==> config.mk <==
export PLATFORM = sky130hd
export DESIGN_NAME = worst_fit_block_allocator_unit
export DESIGN_NICKNAME = d
export VERILOG_FILES = /design/src/rtl/core/wfba_pkg.sv /design/src/rtl/core/wfba_cell.sv /design/src/rtl/core/worst_fit_block_allocator_unit.sv
export SDC_FILE = /design/constraint.sdc
export NUM_CORES = 2
export LEC_CHECK = 0
export BUFFER_PORTS_ARGS = -buffer_cell sky130_fd_sc_hd__buf_2
export CORE_AREA = 2 2 291 580
export DETAILED_ROUTE_END_ITERATION = 16
export DIE_AREA = 0 0 293 582
export GPL_TIMING_DRIVEN = 0
export PLACE_DENSITY = 0.6
export SLEW_MARGIN = 20
export SYNTH_ARGS = -nofsm -noshare
export SYNTH_HDL_FRONTEND = slang
export SYNTH_SLANG_ARGS = --single-unit
==> constraint.sdc <==
create_clock -name clk -period 6.5 [get_ports clk]
set_input_delay 1.95 -clock clk [delete_from_list [all_inputs] [get_ports clk]]
set_output_delay 1.95 -clock clk [all_outputs]
set_load 0.02 [all_outputs]
==> src/rtl/core/wfba_pkg.sv <==
// ----------------------------------------------------------------------------
// wfba_pkg
// Shared types and codes for the worst-fit block allocator.
// ----------------------------------------------------------------------------
package wfba_pkg;

	// request kinds
	localparam logic REQ_LOAD  = 1'b0;
	localparam logic REQ_ALLOC = 1'b1;

	typedef enum logic [1:0] {
		ST_LOADED        = 2'd0,
		ST_ALLOCATED     = 2'd1,
		ST_NOT_ALLOCATED = 2'd2,
		ST_FULL          = 2'd3
	} status_t;

	// control half of the scan token passed from cell to cell
	typedef struct packed {
		logic valid;
		logic found;
	} scan_ctl_t;

endpackage

==> src/rtl/core/wfba_cell.sv <==
// ----------------------------------------------------------------------------
// wfba_cell
// One partition slot: holds free and used amounts and folds its entry into
// the scan token that walks down the row, one cell per cycle.
// ----------------------------------------------------------------------------
module wfba_cell
	import wfba_pkg::*;
#(
	parameter int SIZE_BITS = 16,
	parameter int IDX_W     = 4,
	parameter int CELL_IDX  = 0
) (
	input  logic                 clk,
	input  logic                 arst_n,
	input  logic                 loaded,
	input  logic [SIZE_BITS-1:0] scan_size,
	input  logic                 wr_ld,
	input  logic                 wr_wb,
	input  logic [IDX_W-1:0]     wr_idx,
	input  logic [SIZE_BITS-1:0] wr_size,
	input  scan_ctl_t            in_ctl,
	input  logic [IDX_W-1:0]     in_idx,
	input  logic [SIZE_BITS-1:0] in_free,
	input  logic [SIZE_BITS-1:0] in_used,
	output scan_ctl_t            out_ctl,
	output logic [IDX_W-1:0]     out_idx,
	output logic [SIZE_BITS-1:0] out_free,
	output logic [SIZE_BITS-1:0] out_used
);

	logic [SIZE_BITS-1:0] free_q;
	logic [SIZE_BITS-1:0] used_q;
	scan_ctl_t            ctl_q;
	logic [IDX_W-1:0]     idx_q;
	logic [SIZE_BITS-1:0] bfree_q;
	logic [SIZE_BITS-1:0] bused_q;
	logic                 hit;
	logic                 take;

	assign hit  = (wr_idx == IDX_W'(CELL_IDX));
	// strictly larger keeps ties on the lower index
	assign take = loaded && (free_q >= scan_size) && (!in_ctl.found || free_q > in_free);

	always_ff @(posedge clk) begin
		if (wr_ld && hit) begin
			free_q <= wr_size;
			used_q <= '0;
		end else if (wr_wb && hit) begin
			free_q <= free_q - wr_size;
			used_q <= used_q + wr_size;
		end
	end

	always_ff @(posedge clk or negedge arst_n) begin
		if (!arst_n) begin
			ctl_q <= '0;
		end else begin
			ctl_q.valid <= in_ctl.valid;
			ctl_q.found <= in_ctl.found || take;
		end
	end

	always_ff @(posedge clk) begin
		if (take) begin
			idx_q   <= IDX_W'(CELL_IDX);
			bfree_q <= free_q;
			bused_q <= used_q;
		end else begin
			idx_q   <= in_idx;
			bfree_q <= in_free;
			bused_q <= in_used;
		end
	end

	assign out_ctl  = ctl_q;
	assign out_idx  = idx_q;
	assign out_free = bfree_q;
	assign out_used = bused_q;

endmodule

==> src/rtl/core/worst_fit_block_allocator_unit.sv <==
// ----------------------------------------------------------------------------
// worst_fit_block_allocator_unit
// Partition table with worst-fit allocation over a row of slot cells.
// ----------------------------------------------------------------------------
// A word is taken when start is high and busy is low. Done pulses the cycle
// after a load is accepted and busy never rises, so loads can follow back to
// back. An allocate sends a scan token down the row of MAX_BLOCKS cells, one
// cell per cycle, then writes the chosen slot back if one was found and
// pulses done; it holds busy high until done pulses, so no new word is taken
// while an allocate runs. The receiver cannot stall: done lasts one cycle and
// the result must be taken then.
// ----------------------------------------------------------------------------
module worst_fit_block_allocator_unit
	import wfba_pkg::*;
#(
	parameter int MAX_BLOCKS = 16,
	parameter int SIZE_BITS  = 16
) (
	input  logic        clk,
	input  logic        arst_n,
	input  logic        start,
	output logic        busy,
	input  logic        req_type,
	input  logic [15:0] size_value,
	output logic        done,
	output logic [1:0]  status,
	output logic [3:0]  block_index,
	output logic [15:0] used_after,
	output logic [15:0] free_after
);

	localparam int IDX_W = (MAX_BLOCKS > 1) ? $clog2(MAX_BLOCKS) : 1;
	localparam int CNT_W = $clog2(MAX_BLOCKS + 1);

	logic                 busy_q;
	logic                 launch_q;
	logic                 done_q;
	logic [CNT_W-1:0]     count_q;
	logic [SIZE_BITS-1:0] size_q;
	status_t              status_q;
	logic [IDX_W-1:0]     ridx_q;
	logic [SIZE_BITS-1:0] rused_q;
	logic [SIZE_BITS-1:0] rfree_q;

	logic                    accept;
	logic                    do_load;
	logic                    full;
	logic [SIZE_BITS+15:0]   size_ext;
	logic [SIZE_BITS-1:0]    in_size;
	logic                    wr_ld;
	logic                    wr_wb;
	logic [IDX_W-1:0]        wr_idx;
	logic [SIZE_BITS-1:0]    wr_size;
	logic [MAX_BLOCKS-1:0]   loaded;
	logic [IDX_W+3:0]        idx_ext;
	logic [SIZE_BITS+15:0]   used_ext;
	logic [SIZE_BITS+15:0]   free_ext;

	scan_ctl_t            ctl_c  [MAX_BLOCKS+1];
	logic [IDX_W-1:0]     idx_c  [MAX_BLOCKS+1];
	logic [SIZE_BITS-1:0] free_c [MAX_BLOCKS+1];
	logic [SIZE_BITS-1:0] used_c [MAX_BLOCKS+1];

	assign accept   = start && !busy_q;
	assign full     = (count_q == CNT_W'(MAX_BLOCKS));
	assign do_load  = accept && (req_type == REQ_LOAD) && !full;
	// drop input bits above SIZE_BITS, zero-extend below
	assign size_ext = {{SIZE_BITS{1'b0}}, size_value};
	assign in_size  = size_ext[SIZE_BITS-1:0];

	assign wr_ld   = do_load;
	assign wr_wb   = busy_q && ctl_c[MAX_BLOCKS].valid && ctl_c[MAX_BLOCKS].found;
	assign wr_idx  = wr_ld ? count_q[IDX_W-1:0] : idx_c[MAX_BLOCKS];
	assign wr_size = wr_ld ? in_size : size_q;

	assign ctl_c[0].valid = launch_q;
	assign ctl_c[0].found = 1'b0;
	assign idx_c[0]       = '0;
	assign free_c[0]      = '0;
	assign used_c[0]      = '0;

	for (genvar i = 0; i < MAX_BLOCKS; i++) begin : g_cell
		assign loaded[i] = (CNT_W'(i) < count_q);

		wfba_cell #(
			.SIZE_BITS(SIZE_BITS),
			.IDX_W    (IDX_W),
			.CELL_IDX (i)
		) u_cell (
			.clk      (clk),
			.arst_n   (arst_n),
			.loaded   (loaded[i]),
			.scan_size(size_q),
			.wr_ld    (wr_ld),
			.wr_wb    (wr_wb),
			.wr_idx   (wr_idx),
			.wr_size  (wr_size),
			.in_ctl   (ctl_c[i]),
			.in_idx   (idx_c[i]),
			.in_free  (free_c[i]),
			.in_used  (used_c[i]),
			.out_ctl  (ctl_c[i+1]),
			.out_idx  (idx_c[i+1]),
			.out_free (free_c[i+1]),
			.out_used (used_c[i+1])
		);
	end

	always_ff @(posedge clk or negedge arst_n) begin
		if (!arst_n) begin
			busy_q   <= 1'b0;
			launch_q <= 1'b0;
			done_q   <= 1'b0;
			count_q  <= '0;
		end else begin
			launch_q <= 1'b0;
			done_q   <= 1'b0;
			if (accept) begin
				done_q <= (req_type == REQ_LOAD);
				if (req_type == REQ_ALLOC) begin
					busy_q   <= 1'b1;
					launch_q <= 1'b1;
				end
				if (do_load) begin
					count_q <= count_q + 1'b1;
				end
			end else if (busy_q && ctl_c[MAX_BLOCKS].valid) begin
				busy_q <= 1'b0;
				done_q <= 1'b1;
			end
		end
	end

	always_ff @(posedge clk) begin
		if (accept) begin
			size_q <= in_size;
			if (req_type == REQ_LOAD) begin
				if (full) begin
					status_q <= ST_FULL;
					ridx_q   <= '0;
					rused_q  <= '0;
					rfree_q  <= '0;
				end else begin
					status_q <= ST_LOADED;
					ridx_q   <= count_q[IDX_W-1:0];
					rused_q  <= '0;
					rfree_q  <= in_size;
				end
			end
		end else if (busy_q && ctl_c[MAX_BLOCKS].valid) begin
			if (ctl_c[MAX_BLOCKS].found) begin
				status_q <= ST_ALLOCATED;
				ridx_q   <= idx_c[MAX_BLOCKS];
				rused_q  <= used_c[MAX_BLOCKS] + size_q;
				rfree_q  <= free_c[MAX_BLOCKS] - size_q;
			end else begin
				status_q <= ST_NOT_ALLOCATED;
				ridx_q   <= '0;
				rused_q  <= '0;
				rfree_q  <= '0;
			end
		end
	end

	assign idx_ext  = {4'b0, ridx_q};
	assign used_ext = {16'b0, rused_q};
	assign free_ext = {16'b0, rfree_q};

	assign busy        = busy_q;
	assign done        = done_q;
	assign status      = status_q;
	assign block_index = idx_ext[3:0];
	assign used_after  = used_ext[15:0];
	assign free_after  = free_ext[15:0];

endmodule

# After elaboration in Yosys (flattened, before gate mapping)

Cells that the tools add are included.

Bits in writable memories: 0
Flip-flop bits (word level): 1167
Logic and storage cells: 448
Output and inout port bits: 40
Memories: 0
Bits in read-only memories: 0
Bits in latches: 0
Bits of input ports: 20

Multiply operators: 0
$lt $le $gt $ge: 47
Shifts and indexed selects: 0
$add $sub $neg: 35
Reductions and logical operators: 136
Multiplexer cells: 91
Bitwise gates (word level): 1
Div/mod/pow operators: 0
Eq/ne operators: 18

Operators by type and width:

| cell                                                      | count |
|---|---|
| 2-to-1 mux 16 bit                                         | 72 |
| adder 16 bit                                              | 17 |
| subtractor 16 bit                                         | 17 |
| >= comparator 16 bit                                      | 16 |
| greater-than comparator 16 bit                            | 15 |
| logical AND 1 bit                                         | 68 |
| less-than comparator 4 x 5 -> 1 bit, first input constant | 8 |
| nonzero test 2 bit                                        | 17 |
| equality test 4 bit, second input constant                | 8 |
| logical OR 1 bit                                          | 30 |
| 2-to-1 mux 4 bit                                          | 6 |
| less-than comparator 3 x 5 -> 1 bit, first input constant | 4 |
| zero test 1 bit                                           | 17 |
| equality test 4 x 3 -> 1 bit, second input constant       | 4 |
| less-than comparator 1 x 5 -> 1 bit, first input constant | 2 |
| less-than comparator 2 x 5 -> 1 bit, first input constant | 2 |
| 2-to-1 mux 2 bit                                          | 5 |
| equality test 4 x 2 -> 1 bit, second input constant       | 2 |
| 2-to-1 mux 1 bit                                          | 8 |
| AND reduction 2 bit                                       | 3 |
| adder 5 x 1 -> 5 bit, second input constant               | 1 |
| equality test 5 bit, second input constant                | 1 |
| equality test 4 x 1 -> 1 bit, second input constant       | 1 |
| zero test 4 bit                                           | 1 |
| 2 further kinds                                           | 3 |

# Depth between registers and ports, before layout

Word-level depth: 9
Depth in mapped cells: 28
Depth with buffers taken out: 21

# Hierarchy

A second synthesis with hierarchy kept.

Cells, all modules: 8696
Area, all modules: 79780.3 um2

Modules (own cells, without submodules):

| module                             | instances | area an instance (um2) | cells an instance | seq. area each (um2) |
|---|---|---|---|---|
| wfba_cell at g_cell[0].u_cell ...  | 3         | 4693.3                 | 519               | 1571.5 |
| wfba_cell at g_cell[2].u_cell ...  | 2         | 4698.3                 | 517               | 1571.5 |
| wfba_cell at g_cell[5].u_cell ...  | 2         | 4694.5                 | 516               | 1571.5 |
| wfba_cell at g_cell[12].u_cell ... | 2         | 4687.0                 | 516               | 1571.5 |
| wfba_cell at g_cell[7].u_cell      | 1         | 4949.7                 | 538               | 1571.5 |
| wfba_cell at g_cell[13].u_cell     | 1         | 4810.9                 | 514               | 1571.5 |
| wfba_cell at g_cell[9].u_cell      | 1         | 4758.3                 | 510               | 1571.5 |
| wfba_cell at g_cell[8].u_cell      | 1         | 4753.3                 | 510               | 1571.5 |
| wfba_cell at g_cell[1].u_cell      | 1         | 4727.0                 | 507               | 1571.5 |
| wfba_cell at g_cell[15].u_cell     | 1         | 4697.0                 | 519               | 1571.5 |
| wfba_cell at g_cell[10].u_cell     | 1         | 4692.0                 | 518               | 1571.5 |
| worst_fit_block_allocator_unit     | 1         | 4152.7                 | 425               | 1821.7 |

# Worst setup path after synthesis

No wires, ideal clock.

Path kind: input -> register
Start: in req_type
End: reg g_cell[9].u_cell.free_q[14] (data pin)
Data required time: 6.230 ns
Path slack: -1.013 ns
Arrival time: 7.243 ns
Library setup time: 0.270 ns
Cell stages on the path: 21
Buffers on the path: 2
Cells stage by stage: or3b_4 > buf_2 > nor2_1 > clkbuf_1 > nand2_1 > nand2_1 > ha_1 > inv_1 > ha_1 > a31o_2 > maj3_2 > maj3_2 > maj3_2 > o21ai_1 > o22ai_1 > maj3_2 > maj3_1 > maj3_2 > a221oi_2 > xor2_1 > a21oi_1

Cells in the longest elaborated chain, start to end: 7
Elaborated cells on any way between the ends: 10
Classes of those cells: add/sub: 1; eq/ne: 1; mux: 4; bitwise: 1; reduce/logical: 3

Ends and longest elaborated chain:

| element                                                  | RTL line                                                                   | text |
|---|---|---|
| from (decl)                                              | worst_fit_block_allocator_unit.sv:23                                       | `input logic req_type,` |
| NOT 1 bit *                                              | -                                                                          |  |
| logical AND 1 bit * (2 in series)                        | worst_fit_block_allocator_unit.sv:66                                       | `assign do_load = accept && (req_type == REQ_LOAD) && !full;` |
| 2-to-1 mux 16 bit or 2-to-1 mux 4 bit (tied branches)    | worst_fit_block_allocator_unit.sv:74, worst_fit_block_allocator_unit.sv:73 |  |
| subtractor 16 bit or equality test 4 bit (tied branches) | wfba_cell.sv:49, wfba_cell.sv:40                                           |  |
| 2-to-1 mux 16 bit or logical AND 1 bit (tied branches)   | wfba_cell.sv:48, wfba_cell.sv:45                                           |  |
| 2-to-1 mux 16 bit *                                      | wfba_cell.sv:45                                                            | `if (wr_ld && hit) begin` |
| to (signal assigned)                                     | wfba_cell.sv:46                                                            | `free_q <= wr_size;` |
| to (signal assigned)                                     | wfba_cell.sv:49                                                            | `free_q <= free_q - wr_size;` |
| to (decl)                                                | wfba_cell.sv:31                                                            | `logic [SIZE_BITS-1:0] free_q;` |

Mark *: on every way between the ends. The rest lies on a longest branch, timed or not. The select of a mux whose other input is x is not followed.
A chain may end at the register's enable or synchronous reset.

# Final worst setup path

Start: in size_value[3]
End: reg g_cell[11].u_cell.free_q[15] (data pin)

Cells in the longest elaborated chain, start to end: 4

Ends and longest elaborated chain:

| element              | RTL line                             | text |
|---|---|---|
| from (decl)          | worst_fit_block_allocator_unit.sv:24 | `input logic [15:0] size_value,` |
| 2-to-1 mux 16 bit    | worst_fit_block_allocator_unit.sv:74 | `assign wr_size = wr_ld ? in_size : size_q;` |
| subtractor 16 bit    | wfba_cell.sv:49                      |  |
| 2-to-1 mux 16 bit    | wfba_cell.sv:48                      | `end else if (wr_wb && hit) begin` |
| 2-to-1 mux 16 bit    | wfba_cell.sv:45                      |  |
| to (signal assigned) | wfba_cell.sv:46                      |  |
| to (signal assigned) | wfba_cell.sv:49                      |  |
| to (decl)            | wfba_cell.sv:31                      |  |

No other way between the ends. The select of a mux whose other input is x is not followed.

==> metrics <==
status=finished with violations; violated checks=setup timing; Hold Fails Final Rpt=0; Post-synth EDFFs=310; Iter 0 DRT Violations=6041; Setup Viol. Count Final=6; Starting Density=44.7%; Worst Setup Slack, final=-0.0783 ns; distinct cell type count after synthesis=106; Top Metal Used=met5; drt drc=0; Via Count=67.4k; critical path endpoint category=flop; simple-gate area share of the yosys netlist=between 10% and 20%; asr flop ratio synth=3.43%; Routed WL=~380000 microns; clk slew on worst S/H paths=around 0.07 ns; Req. time, crit path=7.09 ns; Synth Area in Adders=16.5%; first-pass GRT wire length=between 500000 and 600000 microns; area grow syn2layout=14.5%; Antenna Violating Nets Remaining=0; capturing point of the worst reg2reg path=g_cell[5].u_cell.free_q[15]; chip width=about 300 microns; Max IR drop VDD=0.000280 V; Syn Area/Cell=9.35 sq um; compound-cell area share of the yosys netlist=between 10% and 20%; CP cell instances=buf_2 -> nand3_2 -> and2_1 -> buf_2 -> buf_4 -> clkbuf_4 -> a2111o_1 -> o21ai_1 -> a211o_1 -> a21oi_1 -> o21ai_0 -> nand4_1 -> a31oi_1 -> o21ai_0 -> or4_1 -> and3_1; Num CTS Buffers=115; worst-case reg-to-reg path depth=20; H-tree depth=3; pwr dens=430 mW/mm^2; Synth Instances=7939; Tot GR Track Use=44.1%; CTS tree=built; post-synth net total=8809; worst-margin pin slew=1.35 ns; WHS Endpoint=g_cell[11].u_cell.out_ctl[1]; Period Utilization, post-route=101%; Worst R2R Setup Slack=0.10 ns; Worst setup SP type=primary input; Synth Area in XOR/XNOR=7.30%; max_slew headroom=10.2%; Synth Flop Type=dfxtp_1; CORE AREA=around 0.17 sq mm; Multi-input gate area=0.0456 sq mm; design area=~0.085 sq mm; R2R Path Start=count_q[0]; mux cell area share after synthesis=7.54%; Routed met3 length=between 30000 and 40000 microns; via/cell ratio=6.39; placed inst area=0.0792 sq mm; initial antenna violation count=37; placer congestion estimate=1.15; Fill cells=15.5k; IO Count=60; total negative slack=-0.237 ns; HP Start=g_cell[10].u_cell.out_ctl[1]; vias in the first global route=roughly 66k; Core Util, Final=51.1%; post-DP HPWL=~290000 microns; sequential cell area=0.0267 sq mm; Worst Skew=0.0772 ns; largest net degree at the start of global routing=29; Hold Path Class=reg -> reg; Max Cap Viol=0; DIE HEIGHT=582 microns; fin. max-slew vios=0; clk buf depth=3; arrival time worst endpoint=approximately 7.2 ns; clock latency at the later pin of the worst-skew pair=about 0.85 ns; die area=0.171 sq mm; Placed Cells=10.2k; DR WL/cell=36.2 microns; Leak=roughly 37 nW; met2 wire len=174000 microns; hold path cells=0; CP Class=in -> reg; num rows=212; Yosys warnings=0; highest-delay cell along the critical path=buf_2; Crit path largest cell delay=0.55 ns; Congestion Overflow GR=0; FMAX=between 0.15 and 0.2 GHz; clk sinks=1167; minimum clock period=6.58 ns; drt pass-1 iters=9; CTS root buffer=clkbuf_16; Seq cells post-synth=1167; largest family of logic cells by synthesized area=adder cells; Synth Cell Area=0.0743 sq mm; # nets final=9144; WL met1=roughly 120000 microns; Port Buf Inserts=59; share of cells above drive strength 1=15.7%; Seq/Total Area, Yosys=between 30% and 40%; non-filler cells, final=10.5k; Max FO, Critical Path=11
cell type report:
class	count	area share (%)
repair buffers	221	3.00
well taps	2140	3.15
clock inverters	48	0.503
diodes	27	0.0794
inverters	457	2.07
clock buffers	166	4.14
flip-flops and latches	1167	31.4
plain buffers	321	2.10
multi-input cells	5991	53.6
timing repair:
action / 4_1_cts / 5_1_grt
setup endpoints to repair: 374 / 70
buffers inserted: 54 / 36
gates cloned: 3 / 0
hold buffers: 0 / 0
hold endpoints to repair: 0 / 0
pin swaps: 76 / 45
resized for setup: 161 / 68
per-layer routing:
metal	GRT usage [%]	vias up
met5	0.574	-
li1	-	29100
met4	52.3	16
met1	41.1	32300
met3	13.0	2006
met2	71.5	3944
cell families (layout without fill, tap and decap cells):
| group | count (synthesis) | count (layout) |
|---|---|---|
| and+or+nand+nor | 1938 | 1940 |
| AOI/OAI and AO/OA | 1925 | 1925 |
| DFF | 1167 | 1167 |
| adders and majority gates | 1003 | 1003 |
| buffers and inverters | 783 | 1213 |
| xor gates and xnor gates | 619 | 619 |
| muxes | 504 | 504 |
| other | 0 | 27 |
registers in the layout, indices dropped and copies added (netlist names), 5 cells and up:
register / flops
g_cell.u_cell.used_q: 256
g_cell.u_cell.out_idx: 49
free_after: 16
g_cell.u_cell.out_used: 256
g_cell.u_cell.out_ctl: 32
g_cell.u_cell.out_free: 256
g_cell.u_cell.free_q: 256
count_q: 5
size_q: 16
used_after: 16
through the flow:
step | power [mW] | hold WS, ns | setup WS (ns)
2_1_floorplan | 21.2 | 0.331 | -0.327
3_3_place_gp | 27.2 | 0.339 | -8.98
3_5_place_dp | 27.9 | 0.335 | -2.56
4_1_cts | 35.6 | 0.351 | -0.0775
5_1_grt | 37.8 | 0.367 | -0.0363
6_report | 36.6 | 0.347 | -0.0783
synthesized netlist by cell type, drive strengths merged, types with 15 or more instances:
cell type,number,area (sq um)
ha,848,10600
dfxtp,817,16400
nand2,652,2450
o21ai,544,2740
xnor2,534,4680
a21oi,525,2650
inv,456,1710
mux2,443,4990
nor2,439,1660
edfxtp,310,9310
a21o,270,2030
clkbuf,230,865
nand3,213,1080
nand2b,154,963
maj3,153,1580
buf,96,474
nor3,96,480
xor2,85,744
and2,76,475
nor2b,74,463
o21a,69,518
a31oi,63,394
mux2i,61,611
and3,60,375
nand4,56,350
o31ai,53,403
a211oi,48,365
dfrtp,40,1000
or3,38,238
o211ai,36,270
o21bai,33,248
o22ai,28,175
a21boi,26,195
a31o,26,228
a221oi,25,263
a211o,17,149
o2111ai,17,149
o221ai,17,155
or2,17,106
a221o,15,150
nor4,15,93.8
cells in the final DEF, fill, tap and decap left out, types with 55 or more instances in the layout:
cell	synthesis	final
dfxtp_1	817	817
o21ai_0	507	497
ha_1	848	837
mux2i_1	61	55
maj3_1	112	92
mux2_2	442	442
maj3_2	41	61
xnor2_1	534	530
nand2b_1	154	154
a31oi_1	63	59
nand3_1	210	204
and2_1	74	74
nor2b_1	74	74
and3_1	60	60
buf_4	12	107
nand4_1	56	56
edfxtp_1	310	310
nor3_1	96	90
o21a_1	69	69
a21o_1	270	270
inv_1	455	429
nor2_1	438	431
clkbuf_16	0	130
xor2_1	85	84
buf_2	31	93
a21oi_1	522	512
clkbuf_2	1	71
nand2_1	650	641
clkbuf_1	229	161
worst max-delay path: cells and delay by family:
family                 cells  cell delay [ns]
AOI/OAI and AO/OA          7             2.05
and+or+nand+nor            5             1.70
buffers and inverters      4             1.41
how the worst max path moves through the flow:
stage,start,endpoint,slack (ns),depth (start not counted)
2_1_floorplan,req_type,g_cell[9].u_cell.free_q[14],-0.33,23
3_3_place_gp,start,g_cell[1].u_cell.free_q[15],-8.98,15
3_5_place_dp,start,g_cell[7].u_cell.free_q[11],-2.56,22
4_1_cts,req_type,g_cell[15].u_cell.free_q[14],-0.08,26
5_1_grt,req_type,g_cell[6].u_cell.free_q[12],-0.04,24
6_report,size_value[3],g_cell[11].u_cell.free_q[15],-0.08,16
where the power goes:
part           total [mW]  internal, mW  switching [mW]
clock network        7.31          3.97            3.35
registers            11.5          9.91            1.56
logic                17.8          6.84            10.9
total                36.6          20.7            15.8
(Power assumes the default switching activity.)
